**src/rtl/hrd_pkg.sv**
```systemverilog
// Package for the HiSLIP receive deframer: shared types, protocol constants
// and the queue sizing. It depends on nothing else.
package hrd_pkg;

   // HiSLIP prologue and header layout.
   localparam logic [7:0] PROLOGUE_H      = 8'h48;
   localparam logic [7:0] PROLOGUE_S      = 8'h53;
   localparam int         HEADER_SIZE     = 16;
   localparam int         HDR_IDX_W       = $clog2(HEADER_SIZE);
   localparam logic [HDR_IDX_W-1:0] HDR_IDX_TYPE = HDR_IDX_W'(2);
   localparam logic [HDR_IDX_W-1:0] HDR_IDX_LAST = HDR_IDX_W'(HEADER_SIZE - 1);

   // Message type codes that the deframer acts on.
   localparam logic [7:0] MSG_FATAL_ERROR = 8'd2;
   localparam logic [7:0] MSG_ERROR       = 8'd3;
   localparam logic [7:0] MSG_DATA        = 8'd6;
   localparam logic [7:0] MSG_DATA_END    = 8'd7;

   // Input action codes.
   localparam logic ACT_START = 1'b0;
   localparam logic ACT_BYTE  = 1'b1;

   // Status codes reported with the end of a read.
   localparam logic [1:0] ST_OK        = 2'd0;
   localparam logic [1:0] ST_TRUNCATED = 2'd1;
   localparam logic [1:0] ST_ERROR_MSG = 2'd2;
   localparam logic [1:0] ST_BAD_PROLOG = 2'd3;

   // Depth of the queue between the front and the back.
   localparam int QUEUE_DEPTH = 4;
   localparam int QPTR_W      = $clog2(QUEUE_DEPTH);
   localparam int QCNT_W      = $clog2(QUEUE_DEPTH + 1);

   typedef enum logic [1:0] {
      KIND_DATA = 2'd0,
      KIND_END  = 2'd1,
      KIND_SKIP = 2'd2,
      KIND_ERR  = 2'd3
   } kind_type;

   typedef enum logic [2:0] {
      PH_IDLE    = 3'b001,
      PH_HEADER  = 3'b010,
      PH_PAYLOAD = 3'b100
   } phase_type;

   // One classified item as it travels through the queue.
   typedef struct packed {
      logic        is_start;
      logic [31:0] read_limit;
      logic [7:0]  rx_byte;
      logic        is_h;
      logic        is_s;
      kind_type    byte_kind;
   } item_type;

   // Queue status seen by the front and the back.
   typedef struct packed {
      logic full;
      logic empty;
   } qstat_type;

endpackage

```
**src/rtl/hrd_req_if.sv**
```systemverilog
// Request channel of the HiSLIP receive deframer: valid/ready and the item.
// Stands alone; no package needed.
interface hrd_req_if;
   logic        valid;
   logic        ready;
   logic        action;
   logic [31:0] read_limit;
   logic [7:0]  rx_byte;

   modport source (output valid, output action, output read_limit, output rx_byte,
                   input ready);
   modport sink   (input valid, input action, input read_limit, input rx_byte,
                   output ready);
endinterface

```
**src/rtl/hrd_rsp_if.sv**
```systemverilog
// Response channel of the HiSLIP receive deframer: valid/ready and the result.
// Stands alone; no package needed.
interface hrd_rsp_if;
   logic        valid;
   logic        ready;
   logic [7:0]  out_byte;
   logic        byte_valid;
   logic        done_res;
   logic [1:0]  status;
   logic [31:0] total_bytes;

   modport source (output valid, output out_byte, output byte_valid, output done_res,
                   output status, output total_bytes, input ready);
   modport sink   (input valid, input out_byte, input byte_valid, input done_res,
                   input status, input total_bytes, output ready);
endinterface

```
**src/rtl/hrd_front.sv**
```systemverilog
// Front part of the deframer: accepts request items and classifies each byte.
// Depends on hrd_pkg and hrd_req_if.
module hrd_front
   import hrd_pkg::*;
(
   hrd_req_if.sink  req_chan,
   input  qstat_type qstat,
   output logic     push_valid,
   output item_type push_item
);

   kind_type kind;

   // Byte class by message type, used only if the byte lands on the type slot.
   always_comb begin
      case (req_chan.rx_byte)
         MSG_DATA:        kind = KIND_DATA;
         MSG_DATA_END:    kind = KIND_END;
         MSG_ERROR:       kind = KIND_ERR;
         MSG_FATAL_ERROR: kind = KIND_ERR;
         default:         kind = KIND_SKIP;
      endcase
   end

   assign req_chan.ready = !qstat.full;
   assign push_valid     = req_chan.valid && !qstat.full;

   assign push_item.is_start   = (req_chan.action == ACT_START);
   assign push_item.read_limit = req_chan.read_limit;
   assign push_item.rx_byte    = req_chan.rx_byte;
   assign push_item.is_h       = (req_chan.rx_byte == PROLOGUE_H);
   assign push_item.is_s       = (req_chan.rx_byte == PROLOGUE_S);
   assign push_item.byte_kind  = kind;

endmodule

```
**src/rtl/hrd_queue.sv**
```systemverilog
// Short queue between the front and the back of the deframer.
// Depends on hrd_pkg.
module hrd_queue
   import hrd_pkg::*;
(
   input  logic      clock,
   input  logic      reset,
   input  logic      push_valid,
   input  item_type  push_item,
   input  logic      pop,
   output qstat_type qstat,
   output item_type  head_item
);

   item_type              mem_ff [QUEUE_DEPTH];
   logic [QPTR_W-1:0]     wptr_ff, wptr_in;
   logic [QPTR_W-1:0]     rptr_ff, rptr_in;
   logic [QCNT_W-1:0]     count_ff, count_in;
   logic                  do_push, do_pop;

   assign qstat.full  = (count_ff == QCNT_W'(QUEUE_DEPTH));
   assign qstat.empty = (count_ff == '0);
   assign do_push     = push_valid && !qstat.full;
   assign do_pop      = pop && !qstat.empty;
   assign head_item   = mem_ff[rptr_ff];

   always_comb begin
      wptr_in  = do_push ? QPTR_W'(wptr_ff + 1'b1) : wptr_ff;
      rptr_in  = do_pop  ? QPTR_W'(rptr_ff + 1'b1) : rptr_ff;
      count_in = count_ff;
      if (do_push && !do_pop) begin
         count_in = QCNT_W'(count_ff + 1'b1);
      end else if (do_pop && !do_push) begin
         count_in = QCNT_W'(count_ff - 1'b1);
      end
   end

   always_ff @(posedge clock) begin
      if (reset) begin
         wptr_ff  <= '0;
         rptr_ff  <= '0;
         count_ff <= '0;
      end else begin
         wptr_ff  <= wptr_in;
         rptr_ff  <= rptr_in;
         count_ff <= count_in;
      end
   end

   always_ff @(posedge clock) begin
      if (do_push) begin
         mem_ff[wptr_ff] <= push_item;
      end
   end

endmodule

```
**src/rtl/hrd_back.sv**
```systemverilog
// Back part of the deframer: message parser state and the result register.
// Depends on hrd_pkg and hrd_rsp_if.
module hrd_back
   import hrd_pkg::*;
(
   input  logic      clock,
   input  logic      reset,
   input  qstat_type qstat,
   input  item_type  head_item,
   output logic      pop,
   hrd_rsp_if.source rsp_chan
);

   phase_type              phase_ff, phase_in;
   logic [HDR_IDX_W-1:0]   hidx_ff, hidx_in;
   kind_type               kind_ff, kind_in;
   logic [63:0]            remain_ff, remain_in;
   logic [31:0]            count_ff, count_in;
   logic [31:0]            limit_ff, limit_in;
   logic                   trunc_ff, trunc_in;

   logic                   out_valid_ff, out_valid_in;
   logic [7:0]             out_byte_ff, out_byte_in;
   logic                   byte_valid_ff, byte_valid_in;
   logic                   done_ff, done_in;
   logic [1:0]             status_ff, status_in;
   logic [31:0]            total_ff, total_in;

   logic                   advance;
   logic                   emit_byte, emit_done, msg_end;
   logic [1:0]             emit_status;
   logic [63:0]            remain_next;

   assign advance = !out_valid_ff || rsp_chan.ready;
   assign pop     = advance && !qstat.empty;

   always_comb begin
      phase_in    = phase_ff;
      hidx_in     = hidx_ff;
      kind_in     = kind_ff;
      remain_in   = remain_ff;
      count_in    = count_ff;
      limit_in    = limit_ff;
      trunc_in    = trunc_ff;
      emit_byte   = 1'b0;
      emit_done   = 1'b0;
      emit_status = ST_OK;
      msg_end     = 1'b0;
      remain_next = remain_ff;

      if (pop) begin
         if (head_item.is_start) begin
            phase_in  = PH_HEADER;
            hidx_in   = '0;
            kind_in   = KIND_DATA;
            remain_in = '0;
            count_in  = '0;
            limit_in  = head_item.read_limit;
            trunc_in  = 1'b0;
         end else begin
            case (phase_ff)
               PH_HEADER: begin
                  if ((hidx_ff == '0 && !head_item.is_h) ||
                      (hidx_ff == HDR_IDX_W'(1) && !head_item.is_s)) begin
                     emit_done   = 1'b1;
                     emit_status = ST_BAD_PROLOG;
                     phase_in    = PH_IDLE;
                  end else begin
                     if (hidx_ff == HDR_IDX_TYPE) begin
                        kind_in = head_item.byte_kind;
                     end
                     // Bytes 8 to 15 carry the big-endian payload length.
                     if (hidx_ff[HDR_IDX_W-1]) begin
                        remain_next = {remain_ff[55:0], head_item.rx_byte};
                     end
                     remain_in = remain_next;
                     if (hidx_ff == HDR_IDX_LAST) begin
                        if (remain_next == '0) begin
                           msg_end = 1'b1;
                        end else begin
                           phase_in = PH_PAYLOAD;
                        end
                     end else begin
                        hidx_in = HDR_IDX_W'(hidx_ff + 1'b1);
                     end
                  end
               end
               PH_PAYLOAD: begin
                  if (kind_ff == KIND_DATA || kind_ff == KIND_END) begin
                     if (count_ff < limit_ff) begin
                        emit_byte = 1'b1;
                        count_in  = 32'(count_ff + 1'b1);
                     end else begin
                        trunc_in = 1'b1;
                     end
                  end
                  remain_in = 64'(remain_ff - 1'b1);
                  msg_end   = (remain_ff == 64'd1);
               end
               default: begin
               end
            endcase

            // End of one message: error and DataEnd close the read.
            if (msg_end) begin
               case (kind_ff)
                  KIND_ERR: begin
                     emit_done   = 1'b1;
                     emit_status = ST_ERROR_MSG;
                     phase_in    = PH_IDLE;
                  end
                  KIND_END: begin
                     emit_done   = 1'b1;
                     emit_status = trunc_in ? ST_TRUNCATED : ST_OK;
                     phase_in    = PH_IDLE;
                  end
                  default: begin
                     phase_in = PH_HEADER;
                     hidx_in  = '0;
                  end
               endcase
            end
         end
      end

      out_valid_in  = out_valid_ff && !rsp_chan.ready;
      out_byte_in   = out_byte_ff;
      byte_valid_in = byte_valid_ff;
      done_in       = done_ff;
      status_in     = status_ff;
      total_in      = total_ff;
      if (pop) begin
         out_valid_in  = emit_byte || emit_done;
         out_byte_in   = emit_byte ? head_item.rx_byte : 8'd0;
         byte_valid_in = emit_byte;
         done_in       = emit_done;
         status_in     = emit_done ? emit_status : ST_OK;
         total_in      = count_in;
      end
   end

   always_ff @(posedge clock) begin
      if (reset) begin
         phase_ff     <= PH_IDLE;
         hidx_ff      <= '0;
         kind_ff      <= KIND_DATA;
         remain_ff    <= '0;
         count_ff     <= '0;
         limit_ff     <= '0;
         trunc_ff     <= 1'b0;
         out_valid_ff <= 1'b0;
      end else begin
         phase_ff     <= phase_in;
         hidx_ff      <= hidx_in;
         kind_ff      <= kind_in;
         remain_ff    <= remain_in;
         count_ff     <= count_in;
         limit_ff     <= limit_in;
         trunc_ff     <= trunc_in;
         out_valid_ff <= out_valid_in;
      end
   end

   always_ff @(posedge clock) begin
      out_byte_ff   <= out_byte_in;
      byte_valid_ff <= byte_valid_in;
      done_ff       <= done_in;
      status_ff     <= status_in;
      total_ff      <= total_in;
   end

   assign rsp_chan.valid       = out_valid_ff;
   assign rsp_chan.out_byte    = out_byte_ff;
   assign rsp_chan.byte_valid  = byte_valid_ff;
   assign rsp_chan.done_res    = done_ff;
   assign rsp_chan.status      = status_ff;
   assign rsp_chan.total_bytes = total_ff;

endmodule

```
**src/rtl/hislip_receive_deframer.sv**
```systemverilog
// HiSLIP receive deframer. A start item (action 0) arms a read with a byte
// limit; every following byte item (action 1) is parsed as part of a stream
// of HiSLIP messages with a 16-byte header. Payload bytes of Data and DataEnd
// messages come out one per result item until the limit is used up, after
// which they are dropped and the read is marked truncated. The read ends with
// a result whose done_res is set: after a DataEnd payload (status ok or
// truncated), after an Error or FatalError payload (status error), or at once
// on a bad prologue byte. The block takes one item every clock cycle while
// the queue is not full. An accepted item goes into a four-entry queue. The
// parser pops one item a cycle from it when it is not stalled and loads the
// result into the result register, so each result passes through the queue
// and then the result register before the sink can take it. The parser stalls
// only while the result register holds an item the sink has not taken; the
// queue then keeps taking up to four more items before req ready drops.
// Depends on hrd_pkg, hrd_req_if, hrd_rsp_if, hrd_front, hrd_queue, hrd_back.
module hislip_receive_deframer
   import hrd_pkg::*;
(
   input  logic      clock,
   input  logic      reset,
   hrd_req_if.sink   req_chan,
   hrd_rsp_if.source rsp_chan
);

   qstat_type qstat;
   logic      push_valid;
   item_type  push_item;
   item_type  head_item;
   logic      pop;

   // Front: handshake with the source and byte classification.
   hrd_front u_front (
      .req_chan   (req_chan),
      .qstat      (qstat),
      .push_valid (push_valid),
      .push_item  (push_item)
   );

   // Queue that lets the front keep accepting while the back is stalled.
   hrd_queue u_queue (
      .clock      (clock),
      .reset      (reset),
      .push_valid (push_valid),
      .push_item  (push_item),
      .pop        (pop),
      .qstat      (qstat),
      .head_item  (head_item)
   );

   // Back: message parser and the result register.
   hrd_back u_back (
      .clock     (clock),
      .reset     (reset),
      .qstat     (qstat),
      .head_item (head_item),
      .pop       (pop),
      .rsp_chan  (rsp_chan)
   );

endmodule

```
**src/flat_wrapper.sv**
```systemverilog
// flat-port wrapper written by rule: the top's interface ports become plain ports
module hislip_receive_deframer_flat import hrd_pkg::*;
  (clock, reset, req_chan_valid, req_chan_action, req_chan_read_limit, req_chan_rx_byte, req_chan_ready, rsp_chan_valid, rsp_chan_out_byte, rsp_chan_byte_valid, rsp_chan_done_res, rsp_chan_status, rsp_chan_total_bytes, rsp_chan_ready);
  hrd_req_if req_chan_i ();
  hrd_rsp_if rsp_chan_i ();
  input  logic clock;
  input  logic reset;
  input wire logic [$bits(req_chan_i.valid)-1:0] req_chan_valid;
  input wire logic [$bits(req_chan_i.action)-1:0] req_chan_action;
  input wire logic [$bits(req_chan_i.read_limit)-1:0] req_chan_read_limit;
  input wire logic [$bits(req_chan_i.rx_byte)-1:0] req_chan_rx_byte;
  output wire logic [$bits(req_chan_i.ready)-1:0] req_chan_ready;
  output wire logic [$bits(rsp_chan_i.valid)-1:0] rsp_chan_valid;
  output wire logic [$bits(rsp_chan_i.out_byte)-1:0] rsp_chan_out_byte;
  output wire logic [$bits(rsp_chan_i.byte_valid)-1:0] rsp_chan_byte_valid;
  output wire logic [$bits(rsp_chan_i.done_res)-1:0] rsp_chan_done_res;
  output wire logic [$bits(rsp_chan_i.status)-1:0] rsp_chan_status;
  output wire logic [$bits(rsp_chan_i.total_bytes)-1:0] rsp_chan_total_bytes;
  input wire logic [$bits(rsp_chan_i.ready)-1:0] rsp_chan_ready;
  assign req_chan_i.valid = req_chan_valid;
  assign req_chan_i.action = req_chan_action;
  assign req_chan_i.read_limit = req_chan_read_limit;
  assign req_chan_i.rx_byte = req_chan_rx_byte;
  assign req_chan_ready = req_chan_i.ready;
  assign rsp_chan_valid = rsp_chan_i.valid;
  assign rsp_chan_out_byte = rsp_chan_i.out_byte;
  assign rsp_chan_byte_valid = rsp_chan_i.byte_valid;
  assign rsp_chan_done_res = rsp_chan_i.done_res;
  assign rsp_chan_status = rsp_chan_i.status;
  assign rsp_chan_total_bytes = rsp_chan_i.total_bytes;
  assign rsp_chan_i.ready = rsp_chan_ready;
  hislip_receive_deframer u_core (.clock(clock), .reset(reset), .req_chan(req_chan_i), .rsp_chan(rsp_chan_i));
endmodule
```
**config.mk**
```make
export PLATFORM = sky130hd
export DESIGN_NAME = hislip_receive_deframer_flat
export DESIGN_NICKNAME = d
export VERILOG_FILES = /design/src/rtl/hrd_pkg.sv /design/src/rtl/hrd_req_if.sv /design/src/rtl/hrd_rsp_if.sv /design/src/rtl/hrd_front.sv /design/src/rtl/hrd_queue.sv /design/src/rtl/hrd_back.sv /design/src/rtl/hislip_receive_deframer.sv /design/src/flat_wrapper.sv
export SDC_FILE = /design/constraint.sdc
export NUM_CORES = 1
export LEC_CHECK = 0
export ABC_AREA = 1
export BUFFER_PORTS_ARGS = -buffer_cell sky130_fd_sc_hd__buf_2
export CORE_ASPECT_RATIO = 0.7
export CORE_UTILIZATION = 30
export DETAILED_ROUTE_END_ITERATION = 10
export HOLD_SLACK_MARGIN = 0.12
export PLACE_DENSITY = 0.51
export SYNTH_ARGS = -nofsm -noshare
export SYNTH_HDL_FRONTEND = slang
export SYNTH_SLANG_ARGS = --single-unit
```
**constraint.sdc**
```tcl
create_clock -name clock -period 3.2 [get_ports clock]
set_input_delay 0.16 -clock clock [delete_from_list [all_inputs] [get_ports clock]]
set_output_delay 0.16 -clock clock [all_outputs]
set_load 0.005 [all_outputs]
```
* Word-level counts from Yosys, hierarchy flattened
Memory sizes are Yosys's and may differ from the RTL's. A register that Yosys moved wholly into a read port is not among the register bits. Index checks and enable logic that the tools add are counted.
Storage, ports and cells: flip-flop bits (word level) 190, memory bits (writable) 180, bits of input ports 45, output and inout bits 46, logic and storage cells 149, memories kept 1
Cells by class: add/subtract/negate cells 7, order comparisons 1, eq/ne operators 18, muxes and demuxes 66, bitwise operators 2, reductions and logical operators 38
Memory list:
- u_core.u_queue.mem_ff | words 4, bits a word 45, rd ports 1, clocked after Yosys merged registers in 1, wr ports 1, line hrd_queue.sv:15 | item_type mem_ff [QUEUE_DEPTH];
Operators by type and width (number):
- $mux 64 | 7
- $mux 32 | 5
- $pmux 64 s2 | 1
- $eq 64x1->1 const B | 1
- $logic_not 64->1 | 1
- $sub 64x1->64 const B | 1
- $add 32x1->32 const B | 1
- $lt 32x32->1 | 1
- $mux 1 | 26
- $mux 3 | 8
- $mux 4 | 6
- $mux 2 | 10
- $eq 8x2->1 const B | 2
- $eq 8x3->1 const B | 2
- $eq 8x7->1 const B | 2
- $logic_and 1x1->1 | 9
- $logic_not 1->1 | 8
- $reduce_and 4->1 | 2
- $eq 3x3->1 const B | 2
- $pmux 2 s3 | 1
- $reduce_bool 2->1 | 3
- $reduce_bool 3->1 | 2
- $reduce_or 2->1 | 3
- $add 2x1->2 const B | 2
- other kinds (22) | 26

* Longest topological paths before layout
Gate-level depths: netlist of the first run.
word-level depth 19, mapped depth 18, gate-level depth less buffers 18

* Modules after synthesis
Synthesis of the first run repeated with hierarchy kept, for this count alone.
Second synthesis, totals: cells, all modules 2325, area, all modules 19167.1 µm²
By module, submodules not included:
- hrd_back | times used 1, cells an instance 1746, area each 11433.5 µm², sequential area each 4103.9 µm²
- hrd_queue | times used 1, cells an instance 505, area each 7298.2 µm², sequential area each 5585.4 µm²
- hrd_front | times used 1, cells an instance 74, area each 435.4 µm², sequential area each 0.0 µm²

* Least setup slack after synthesis of the first run
OpenSTA, ideal clock, no wires.
path type flip-flop to flip-flop, start point register u_core.u_queue.count_ff[0], end point memory u_core.u_queue.mem_ff[0][0] (netlist name), enable pin, setup time 0.448 ns, arrival time 2.618 ns, required time 2.752 ns, setup slack 0.134 ns, cell stages (with the launch flop) 5, cell sequence dfxtp_1 > nor2_1 > nand2_1 > nand2_1 > nor2_1
On the way: cells in the longest elaborated chain, start to end 6
Ends and longest elaborated chain:
- start: declaration | line hrd_queue.sv:18 | logic [QCNT_W-1:0] count_ff, count_in;
- start signal: assignment | line hrd_queue.sv:46 | count_ff <= count_in;
- $eq 3x3->1 * | line hrd_queue.sv:21 | assign qstat.full = (count_ff == QCNT_W'(QUEUE_DEPTH));
- $logic_not 1->1 *
- via req_chan_ready | line flat_wrapper.sv:12 | output wire logic [$bits(req_chan_i.ready)-1:0] req_chan_ready;
- $logic_and 1x1->1 | line hrd_front.sv:26 | assign push_valid = req_chan.valid && !qstat.full;
- $logic_and 1x1->1 * | line hrd_queue.sv:23 | assign do_push = push_valid && !qstat.full;
- $mux 1 * | line hrd_queue.sv:51 | if (do_push) begin
- $mux 1 (implied by the code) * | line hrd_queue.sv:52 | mem_ff[wptr_ff] <= push_item;
- end: declaration | line hrd_queue.sv:15
The timed path passes the listed nets; every way through them passes the cells marked *.

* Worst setup path after layout of the first run
start point register u_core.u_back.count_ff[5], end point register u_core.u_back.total_ff[23] (netlist: u_core.u_back.rsp_chan.total_bytes[23]), data pin
On the way: cells in the longest elaborated chain, start to end 6, elaborated cells between the ends (all ways) 7, classes of those cells add/sub: 1; order compare: 1; mux: 5
Ends and longest elaborated chain:
- start: declaration | line hrd_back.sv:18 | logic [31:0] count_ff, count_in;
- start signal: assignment | line hrd_back.sv:157 | count_ff <= count_in;
- $add 32x1->32 or $lt 32x32->1 (tied branches) | line hrd_back.sv:92, hrd_back.sv:90
- $mux 32 * | line hrd_back.sv:90 | if (count_ff < limit_ff) begin
- $mux 32 * | line hrd_back.sv:89 | if (kind_ff == KIND_DATA || kind_ff == KIND_END) begin
- $mux 32 * | line hrd_back.sv:61 | case (phase_ff)
- $mux 32 * | line hrd_back.sv:52 | if (head_item.is_start) begin
- $mux 32 * | line hrd_back.sv:51 | if (pop) begin
- via u_core.u_back.count_in[23] | line hrd_back.sv:18
- end signal: assignment | line hrd_back.sv:169 | total_ff <= total_in;
- end: declaration | line hrd_back.sv:27 | logic [31:0] total_ff, total_in;
Marks and branches as above. A chain may end at the register's enable or synchronous reset.

==> impl_metrics.ini, run 1 <==
[final_layout]
drive_above_1_share = 0.0996
syn_to_final_growth_pct = 16.8
n_fill_cell = 6338
fin_nets = 2496
finalNonFillerCells = 3260
final_core_util = 0.355
design_area_sq_um = 21900

[cts]
clkTransAtPathRegs_ns = 0.07
htree_levels = 2
cts_setup_buffers = 0
cts.path.max_buffers = 3
clkLatencyLatePin_ns = 0.58
cts_tree = yes
numCtsBuffers = 41
cts_root_buffer = clkbuf_16
cts_hold_buf = 42
clock-sinks = 372
cts.repair.resized = 0

[critical_path]
cp-end-kind = register
slowest_stage = dfxtp_1
cp_cell_sequence = ha_1 -> a21oi_1 -> o21a_1 -> nand2_1 -> nand2_1 -> nand2_1 -> nand2_1 -> nand3_2 -> nor2_1 -> o21ai_0 -> nor2_1
cp_data_arrival_time_ns = 3.10
worstSetupPathType = register to register
crit_path_start_kind = register
worstPathRequired_ns = 3.59
cp_max_fo = 18
max_stage_delay_ns = 0.47
crit_path_frequent_cell = nand2_1

[run_status]
status = complete, but fails checks
violations = design-rule violations

[detailed_routing]
highest_layer = met4
viasPerCell = 4.88
final_antenna_net_count = 0
vias = 15900
dr.pass1.iters = 9
drc_errors = 18
wl_met3_mm = 4.08
first_iter_violations = 1472
route.met2.wl_mm = 21.3
wl_per_cell_um = 17.4
met1_length_mm = 30.6
drt-total-wl_mm = 56.7

[grt]
globalRouteTotalUtil = 0.178
grt-ovfl-total = 0
grt_max_degree = 84
antenna_found_initial = 1
grt_pass1_vias = 14800
grt_pass1_wl_mm = 88.2

[synthesis]
synth_async_sr_flop_share = 0
yosys.area_share.simple = 0.237
synthMuxAreaShare = 0
syn_nets = 2382
synth_xor_area_frac = 0.0210
synth-edff-count = 224
synth-seq-area-share = 0.516
ys.flop_type = edfxtp_1
ys_seq_elements = 372
synth_top_family_by_area = simple AND/OR/NAND/NOR gates
synth_cell_type_count = 48
synth_cells = 2293
yosysWarnings = 0
syn_area_per_cell_sq_um = 8.19
synthAdderAreaFrac = 0.0297
syn_area_sq_um = 18800
synth_compound_area_frac = 0.124

[sta]
worst_slew_pin_slew_ns = 1.03
hold_violations = 0
max_freq_mhz = 368
min_period_ns = 2.71
slew_violations = 0
finalSetupViolCount = 0
finClkSkew_ns = 0.0172
fin_crit_sh = 0.848
tns_ns = 0
slew_headroom = 0.308
fin_ws_ns = 0.486
rsz0062_at_grt = no

[pwr]
powerDensity_nw_per_um2 = 898
p_leak_nw = 8.98
ir_worst_vdd_mv = 0.448

[die]
dieWidth_um = 301
dieArea_sq_um = 63600
row_count = 76
die_h_um = 211
core-area_sq_um = 61700
pin_count = 91
floorplan.initialDensity = 0.304

[min_path]
hp-class = input port to register

[place]
place_inst = 3141
io_buffers = 90
hpwl_mm = 39.7
place.gp.congestion = 0.943
dpl_cell_area_sq_um = 20200
pre_cts_ws_ns = 0.526

[run]
maxCapViolations = 0
-- per-stage QoR --
step           power (mW)  hold slack (ns)
3_5_place_dp         14.9            0.378
5_1_grt              21.0            0.172
3_3_place_gp         14.9            0.372
2_1_floorplan        12.0            0.259
4_1_cts              19.8            0.146
6_report             19.7            0.166
-- metal layers --
layer,up-vias,global-route usage
li1,7890,-
met1,7467,0.291
met2,499,0.236
met3,60,0.0330
met4,0,0.0357
met5,-,0
-- cell type report --
| type | count | area [sq um] | area share |
|---|---|---|---|
| clock buffer | 53 | 1070 | 0.0488 |
| antenna | 1 | 2.50 | 0.000114 |
| clock inverter | 23 | 259 | 0.0118 |
| tap | 819 | 1020 | 0.0467 |
| multi-input combinational | 1585 | 7760 | 0.354 |
| timing repair buffer | 167 | 1210 | 0.0551 |
| sequential | 372 | 9690 | 0.442 |
| inverter | 240 | 903 | 0.0412 |
-- cells by family (layout without fill, tap and decap cells) --
group,count (synthesis),after routing
AND/OR/NAND/NOR,1062,1062
AO/OA/AOI/OAI,434,434
flip-flops,372,372
buffers and inverters,336,483
XOR/XNOR,45,45
adder cells (fa/ha/maj),44,44
other,0,1
-- state kept, by name (all words and copies together), names as in the netlist, 3 cells and up, named ones only --
signal	cells
u_core.u_back.phase_ff	3
u_core.u_back.limit_ff	32
u_core.u_back.remain_ff	64
u_core.u_queue.mem_ff	180
u_core.u_back.count_ff	32
u_core.u_back.hidx_ff	4
u_core.u_queue.count_ff	3
u_core.u_back.rsp_chan.total_bytes	32
u_core.u_back.rsp_chan.out_byte	8
-- cells in the final DEF (no fill, tap or decap), drive strengths merged --
| cell type | instances |
|---|---|
| nor3 | 39 |
| o21a | 2 |
| a211oi | 5 |
| ha | 43 |
| a21o | 1 |
| o21bai | 4 |
| or2 | 2 |
| bufinv | 4 |
| a31oi | 6 |
| diode | 1 |
| a221oi | 1 |
| o221ai | 3 |
| o21ai | 207 |
| nand4 | 25 |
| o2111a | 1 |
| o211ai | 11 |
| nor4 | 13 |
| fa | 1 |
| a21oi | 155 |
| clkbuf | 53 |
| o22ai | 32 |
| a22oi | 2 |
| buf | 125 |
| edfxtp | 224 |
| xor2 | 39 |
| nand3b | 2 |
| xnor2 | 6 |
| clkinv | 17 |
| dlygate4sd3 | 42 |
| nand3 | 114 |
| dfxtp | 148 |
| nand2 | 496 |
| inv | 242 |
| o31ai | 3 |
| nor2 | 370 |
| a31o | 1 |
| and3 | 1 |
-- final timing paths --
kind | slack [ns] | start | end | depth (start not counted)
max reg2reg | 0.49 | u_core.u_back.count_ff[5] | u_core.u_back.rsp_chan.total_bytes[23] | 11
min reg2reg | 0.45 | u_core.u_back.limit_ff[15] | u_core.u_back.limit_ff[15] | 2
min | 0.17 | reset | u_core.u_back.remain_ff[8] | 3
max | 0.49 | u_core.u_back.count_ff[5] | u_core.u_back.rsp_chan.total_bytes[23] | 11
-- Yosys cell counts (2+ instances only) --
master,instances,share of area
nand2_1,482,0.096
nor2_1,349,0.070
inv_1,232,0.046
edfxtp_1,224,0.36
o21ai_0,198,0.053
a21oi_1,155,0.041
dfxtp_1,148,0.16
nand3_1,109,0.029
clkbuf_1,55,0.011
ha_1,43,0.029
xor2_1,39,0.018
nor3_1,36,0.0096
o22ai_1,32,0.011
buf_2,26,0.0069
nand4_1,25,0.0083
nor2_2,15,0.0050
nand2_2,14,0.0047
nor4_1,13,0.0043
o211ai_1,11,0.0044
o21ai_1,9,0.0024
buf_6,6,0.0036
inv_2,6,0.0012
nor2_4,6,0.0036
xnor2_1,6,0.0028
a211oi_1,5,0.0020
a31oi_1,5,0.0017
buf_4,5,0.0020
nand3_2,5,0.0027
buf_1,4,0.00080
o21bai_1,4,0.0016
o221ai_1,3,0.0014
a22oi_1,2,0.00080
nand3b_1,2,0.00080
nor3_2,2,0.0011
o21a_1,2,0.00080
o31ai_1,2,0.00080
or2_1,2,0.00067
-- power by group --
| part | switching (mW) | internal (mW) |
|---|---|---|
| Clock | 2.04 | 2.72 |
| Sequential | 0.452 | 6.06 |
| Combinational | 6.00 | 2.43 |
| Total | 8.49 | 11.2 |
-- worst max-delay path, delay by kind of cell (launching register included) --
family,cells,cell delay [ns]
and+or+nand+nor,7,1.32
AOI/OAI and AO/OA,3,0.44
adders and majority gates,1,0.30
DFF,1,0.47
(Power assumes the default switching activity.)
==> inputs of run 2 (changes only) <==
--- a/config.mk
+++ b/config.mk
@@ -5,13 +5,13 @@
 export SDC_FILE = /design/constraint.sdc
 export NUM_CORES = 1
 export LEC_CHECK = 0
-export ABC_AREA = 1
+export ABC_AREA = 0
 export BUFFER_PORTS_ARGS = -buffer_cell sky130_fd_sc_hd__buf_2
 export CORE_ASPECT_RATIO = 0.7
 export CORE_UTILIZATION = 30
 export DETAILED_ROUTE_END_ITERATION = 10
 export HOLD_SLACK_MARGIN = 0.12
-export PLACE_DENSITY = 0.51
+export PLACE_DENSITY = 0.5
 export SYNTH_ARGS = -nofsm -noshare
 export SYNTH_HDL_FRONTEND = slang
 export SYNTH_SLANG_ARGS = --single-unit
==> constraint.sdc (replaced) <==
create_clock -name clock -period 2.6 [get_ports clock]
set_input_delay 0.13 -clock clock [delete_from_list [all_inputs] [get_ports clock]]
set_output_delay 0.13 -clock clock [all_outputs]
set_load 0.005 [all_outputs]
==> run 2 against run 1 <==
Effect of this change: the run now ends clean; area after synthesis decreased by 3.0%; fmax grew 5.1%; cell count down 11%; non-clock buffer count grew 266; die area fell by 3.0%; flip-flop and latch count did not move; worst hold slack better by 0.038 ns; sequential share of layout area is 4.3 points lower; critical path depth stayed put; critical endpoint is now u_core.u_back.rsp_chan.total_bytes[7]; routed wire length rose by 7.9%; design area is 11% higher; highest routed layer unchanged.
==> impl_metrics.ini, run 2 <==
[pwr]
total_power_mw = 20.7
powerDensity_nw_per_um2 = 849
ir_worst_vdd_mv = 0.428
p_leak_nw = 9.16

[grt]
grt_max_degree = 63
grt_pass1_vias = 14700
grt_pass1_wl_mm = 92.7
globalRouteTotalUtil = 0.198
antenna_found_initial = 0
grt-ovfl-total = 0

[critical_path]
rrSetupSlack_ns = 0.02
cp_cell_sequence = inv_2 -> ha_4 -> a211oi_2 -> o211ai_1 -> o221ai_2 -> o211a_1 -> o211ai_1 -> buf_4 -> buf_12 -> or4_4 -> a21oi_2
cp_data_arrival_time_ns = 3.01
max_stage_delay_ns = 0.52
slowest_stage = or4_4
crit_path_frequent_cell = o211ai_1
worstSetupPathType = register to register
cp_max_fo = 6
crit_path_start_kind = register
cp-end-kind = register
worstPathRequired_ns = 3.03

[sta]
slew_headroom = 0.424
fin_ws_ns = 0.0186
finalSetupViolCount = 0
finClkSkew_ns = 0.0322
max_freq_mhz = 387
hold_violations = 0
tns_ns = 0
min_period_ns = 2.58
slew_violations = 0
fin_crit_sh = 0.993
rsz0062_at_grt = yes
worst_slew_pin_slew_ns = 0.861

[die]
dieWidth_um = 296
pin_count = 91
row_count = 75
dieArea_sq_um = 61700
floorplan.initialDensity = 0.304
core-area_sq_um = 60000
die_h_um = 208

[final_layout]
reg.largest.list = u_core.u_queue.mem_ff: 180 flops, u_core.u_back.remain_ff: 64 flops
syn_to_final_growth_pct = 34.0
register_area_sq_um = 9740
top_register = u_core.u_queue.mem_ff
multi_input_area_sq_um = 8600
fin_nets = 2141
largest_reg_flops = 180
final_common_cell = buf_4
drive_above_1_share = 0.338
mostFrequentLayoutCells = 275 x buf_4, 224 x edfxtp_1, 186 x nand2_1
n_fill_cell = 5750
antenna_cells = 0

[detailed_routing]
viasPerCell = 5.24
first_iter_violations = 1284
drc_errors = 0
wl_per_cell_um = 21.2
dr.pass1.iters = 6
vias = 15100
drt-total-wl_mm = 61.2
final_antenna_net_count = 0

[synthesis]
syn_area_sq_um = 18200
yosys-top-cells-area = edfxtp_1 37%, dfxtp_1 16%, mux4_2 5.3%, nand2_1 4.0%, a21oi_1 3.3%
synth_top_area_frac = 0.369
synth_common_cells = 224 x edfxtp_1, 192 x nand2_1, 148 x dfxtp_1
synth_cells = 1688
synth_async_sr_flop_share = 0
synth-edff-count = 224
ys.flop_type = edfxtp_1
synth-seq-area-share = 0.532
yosysWarnings = 0
post-synth-top-count-cell = edfxtp_1
synth_cell_type_count = 91
syn_nets = 1777
syn_area_per_cell_sq_um = 10.8
ys_seq_elements = 372
yosys.area.top_type = edfxtp_1

[cts]
htree_levels = 2
cts_root_buffer = clkbuf_16
numCtsBuffers = 40
clkTransAtPathRegs_ns = 0.07
cts.path.max_buffers = 3
clock-sinks = 372
clkLatencyLatePin_ns = 0.59
cts_tree = yes

[min_path]
hp-class = input port to register

[place]
io_buffers = 90
hpwl_mm = 43.6
place.gp.congestion = 0.950
pre_cts_ws_ns = -0.234

[run_status]
status = completed

[run]
maxCapViolations = 0
## run 2: final cells by class
class	count	share of cell area
flip-flops and latches	372	0.399
multi-input cells	1139	0.353
repair buffers	433	0.139
clock buffers	56	0.0468
well taps	808	0.0414
clock inverters	18	0.0107
inverters	66	0.0103
## run 2: power breakdown
group	total, mW	internal, mW	switching (mW)	leakage [nW]
registers	7.66	7.24	0.424	3.31
logic	6.97	2.96	4.01	5.16
clock network	6.09	3.52	2.57	0.685
total	20.7	13.7	7.00	9.16
## run 2: critical path: cells and delay by family (launching register included)
kind | cells | cell delay, ns
buffers and inverters | 3 | 0.39
AND/OR/NAND/NOR | 1 | 0.52
AO/OA/AOI/OAI | 6 | 0.94
flip-flops | 1 | 0.34
adder cells (fa/ha/maj) | 1 | 0.23
## run 2: timing repair
item                                    4_1_cts  5_1_grt
endpoints found under the setup margin       68      105
hold buffers                                 42        0
cloned                                        0        1
gates resized for setup                      42      147
hold endpoints to repair                    182        0
setup buffers                                 5        7
pin swaps                                    11       45
## run 2: cell families (layout without fill, tap and decap cells)
family,after synthesis,count (layout),synth area share
flip-flops,372,372,0.532
XOR/XNOR,10,10,0.00481
AND/OR/NAND/NOR,614,614,0.175
buffers and inverters,177,573,0.0396
adder cells (fa/ha/maj),44,44,0.0306
AO/OA/AOI/OAI,365,365,0.130
multiplexers,106,106,0.0882
## run 2: path summary, 6_finish.rpt
| kind | cells after the start | to | startpoint |
|---|---|---|---|
| max reg2reg | 11 | u_core.u_back.rsp_chan.total_bytes[7] | u_core.u_back.limit_ff[21] |
| min | 3 | u_core.u_back.remain_ff[7] | reset |
| min reg2reg | 2 | u_core.u_back.limit_ff[29] | u_core.u_back.limit_ff[29] |
| max | 11 | u_core.u_back.rsp_chan.total_bytes[7] | u_core.u_back.limit_ff[21] |
## run 2: metrics by stage
stage                     cell area [sq um]   util  hold WS [ns]  cells
after CTS                             23700  0.395         0.157   2885
after floorplan                       18200      -         0.229   1688
after global placement                21600  0.360         0.343   2764
after detailed placement              21600  0.360         0.348   2764
after global routing                  24400  0.407         0.203   2892
final                                 24400  0.407         0.204   2892
## run 2: per-layer routing
metal / wire length, um / track usage
met3: 4510 / 0.0341
met4: 959 / 0.0407
met1: 31200 / 0.324
met5: 0 / 0
met2: 24500 / 0.264
==> inputs of run 3 (changes only) <==
--- a/config.mk
+++ b/config.mk
@@ -9,9 +9,12 @@
 export BUFFER_PORTS_ARGS = -buffer_cell sky130_fd_sc_hd__buf_2
 export CORE_ASPECT_RATIO = 0.7
 export CORE_UTILIZATION = 30
+export CTS_BUF_LIST = sky130_fd_sc_hd__clkbuf_2
 export DETAILED_ROUTE_END_ITERATION = 10
 export HOLD_SLACK_MARGIN = 0.12
 export PLACE_DENSITY = 0.5
+export SKIP_LAST_GASP = 1
 export SYNTH_ARGS = -nofsm -noshare
 export SYNTH_HDL_FRONTEND = slang
+export SYNTH_HIERARCHICAL = 1
 export SYNTH_SLANG_ARGS = --single-unit
==> run 3 against run 2 <==
Effect of this change: the flow now finishes with violations (negative setup slack); critical path depth down 1; area after synthesis up 0.47%; sequential share of layout area down 1.3 points; design area up 3.1%; count of clock-buffer cells in the layout up 93; die area up 0.46%; power down 7.0%; routed wire length up 6.4%; worst hold slack better by 0.067 ns.
==> impl_metrics.ini, run 3 <==
[cts]
clkTransAtPathRegs_ns = 0.11
cts.path.max_buffers = 3
clkLatencyLatePin_ns = 1.19
numCtsBuffers = 98
htree_levels = 3
cts_tree = yes
cts_root_buffer = clkbuf_2
clock-sinks = 372

[synthesis]
yosys-top-cells-area = edfxtp_1 37%, dfxtp_1 16%, mux4_2 5.4%, a21oi_1 4.7%, nand2_1 3.3%
syn_area_sq_um = 18300
syn_area_per_cell_sq_um = 10.8
synth_top_area_frac = 0.368
ys_seq_elements = 372
yosysWarnings = 6
synth-edff-count = 224
synth_common_cells = 224 x edfxtp_1, 173 x a21oi_1, 161 x nand2_1
syn_nets = 1783
synth_async_sr_flop_share = 0
yosys.area.top_type = edfxtp_1
post-synth-top-count-cell = edfxtp_1
synth_cell_type_count = 95
ys.flop_type = edfxtp_1
synth_cells = 1694
synth-seq-area-share = 0.530

[die]
die_h_um = 209
dieArea_sq_um = 62000
core-area_sq_um = 60100
dieWidth_um = 297
pin_count = 91
floorplan.initialDensity = 0.305
row_count = 75

[place]
dpl_cell_area_sq_um = 21100
place.gp.congestion = 0.986
place_inst = 2701
hpwl_mm = 44.6
io_buffers = 90

[min_path]
hold_depth = 4
hp-class = input port to register
worstHoldStart = reset
hold_end = u_core/u_back/remain_ff[54]

[grt]
grt-ovfl-total = 0
grt_pass1_wl_mm = 96.0
grt_max_degree = 59
grt_pass1_vias = 15400
antenna_found_initial = 8
globalRouteTotalUtil = 0.203

[detailed_routing]
drt-total-wl_mm = 65.1
drc_errors = 0
viasPerCell = 5.27
final_antenna_net_count = 0
first_iter_violations = 1594
vias = 16000
wl_per_cell_um = 21.4
dr.pass1.iters = 5

[sta]
fin_ws_ns = -0.169
max_freq_mhz = 361
hold_violations = 0
finClkSkew_ns = 0.117
fin_crit_sh = 1.06
rsz0062_at_grt = yes
slew_violations = 0
finalSetupViolCount = 58
min_period_ns = 2.77
slew_headroom = 0.494
worst_slew_pin_slew_ns = 0.759

[final_layout]
top_register = u_core/u_queue/mem_ff
mostFrequentLayoutCells = 253 x buf_4, 224 x edfxtp_1, 149 x clkbuf_2
design_area_sq_um = 25200
multi_input_area_sq_um = 8820
reg.largest.list = u_core/u_queue/mem_ff: 180 flops, u_core/u_back/remain_ff: 64 flops
drive_above_1_share = 0.415
final_common_cell = buf_4
largest_reg_flops = 180
finalNonFillerCells = 3040
register_area_sq_um = 9730
syn_to_final_growth_pct = 37.6
fin_nets = 2235
n_fill_cell = 5878

[critical_path]
cp_top_family = compound AO/OA/AOI/OAI gates
reg2reg_depth = 10
crit_path_start_kind = register
cp_cell_sequence = inv_2 -> ha_4 -> a2111o_1 -> a311oi_2 -> o211ai_2 -> a21o_4 -> buf_12 -> buf_12 -> or4_4 -> a21oi_2
cp_data_arrival_time_ns = 3.71
max_stage_delay_ns = 0.54
cp-end-kind = register
crit_path_frequent_cell = buf_12
cp_max_fo = 6
worstPathRequired_ns = 3.54
path_buf_inv = 3
reg2reg_from = u_core/u_back/limit_ff[1]
slowest_stage = or4_4
rrSetupSlack_ns = -0.17
worstSetupPathType = register to register
rr_endpoint = u_core/u_back/rsp_chan.total_bytes[19]

[pwr]
p_leak_nw = 9.51
powerDensity_nw_per_um2 = 766
ir_worst_vdd_mv = 0.384

[run]
maxCapViolations = 0

[run_status]
violations = negative setup slack
status = complete, but fails checks
## run 3: repair_timing
action,4_1_cts,5_1_grt
gates cloned,8,7
endpoints found under the setup margin,113,137
buffers inserted,25,32
hold buffers,89,0
hold endpoints to repair,516,0
pin swaps,73,116
resized for setup,138,222
## run 3: final cells by class
type                       instances  area share
clock inverter                    29     0.00686
antenna                            8    0.000796
inverter                          60     0.00905
clock buffer                     149      0.0296
tap                              808      0.0402
sequential                       372       0.387
timing repair buffer             502       0.176
multi-input combinational       1112       0.351
## run 3: worst max path at each step
| stage | startpoint | to | slack, ns | depth (start not counted) |
|---|---|---|---|---|
| after floorplan | u_core/u_queue/count_ff[1] | u_core/u_queue/count_ff[2] | -0.05 | 10 |
| after global placement | u_core/u_back/limit_ff[30] | u_core/u_back/rsp_chan.total_bytes[30] | -0.28 | 10 |
| after detailed placement | register | u_core/u_back/remain_ff[34] | -0.25 | 9 |
| after CTS | u_core/u_back/count_ff[1] | u_core/u_back/rsp_chan.total_bytes[13] | -0.17 | 10 |
| after global routing | u_core/u_back/limit_ff[31] | u_core/u_back/rsp_chan.total_bytes[13] | -0.27 | 11 |
| final | u_core/u_back/limit_ff[1] | u_core/u_back/rsp_chan.total_bytes[19] | -0.17 | 10 |
## run 3: tightest hold or removal path: stages
cell and delay, ns:
dlygate4sd3_1 0.53, buf_4 0.16, buf_4 0.35, a31oi_1 0.23
## run 3: report_power, final
group | switching, mW | internal, mW
sequential | 0.347 | 7.19
combinational | 4.03 | 3.41
clock | 2.63 | 1.66
## run 3: per-stage QoR
stage	total power [mW]	TNS [ns]	setup slack, ns	hold slack, ns	utilization
finish	19.3	-3.93	-0.169	0.271	0.419
global route	20.3	-13.97	-0.269	0.155	0.419
CTS	18.4	-5.84	-0.172	0.127	0.399
detailed placement	13.2	-11.57	-0.248	0.350	0.352
global placement	13.2	-9.70	-0.284	0.341	0.352
floorplan	10.7	-0.0751	-0.0540	0.307	-
## run 3: cell families after synthesis
group,after synthesis,share of synthesized area
compound gates,394,0.135
flops,372,0.530
fa+ha+maj,44,0.0305
simple gates,592,0.172
buf+inv,210,0.0579
mux,70,0.0694
xor+xnor,12,0.00575
## run 3: layer usage
metal,vias to the layer above,share of wire,track usage
li1,7341,-,-
met1,7884,0.49,0.315
met2,704,0.39,0.264
met3,89,0.11,0.0693
met4,0,0.015,0.0460
met5,-,0,0
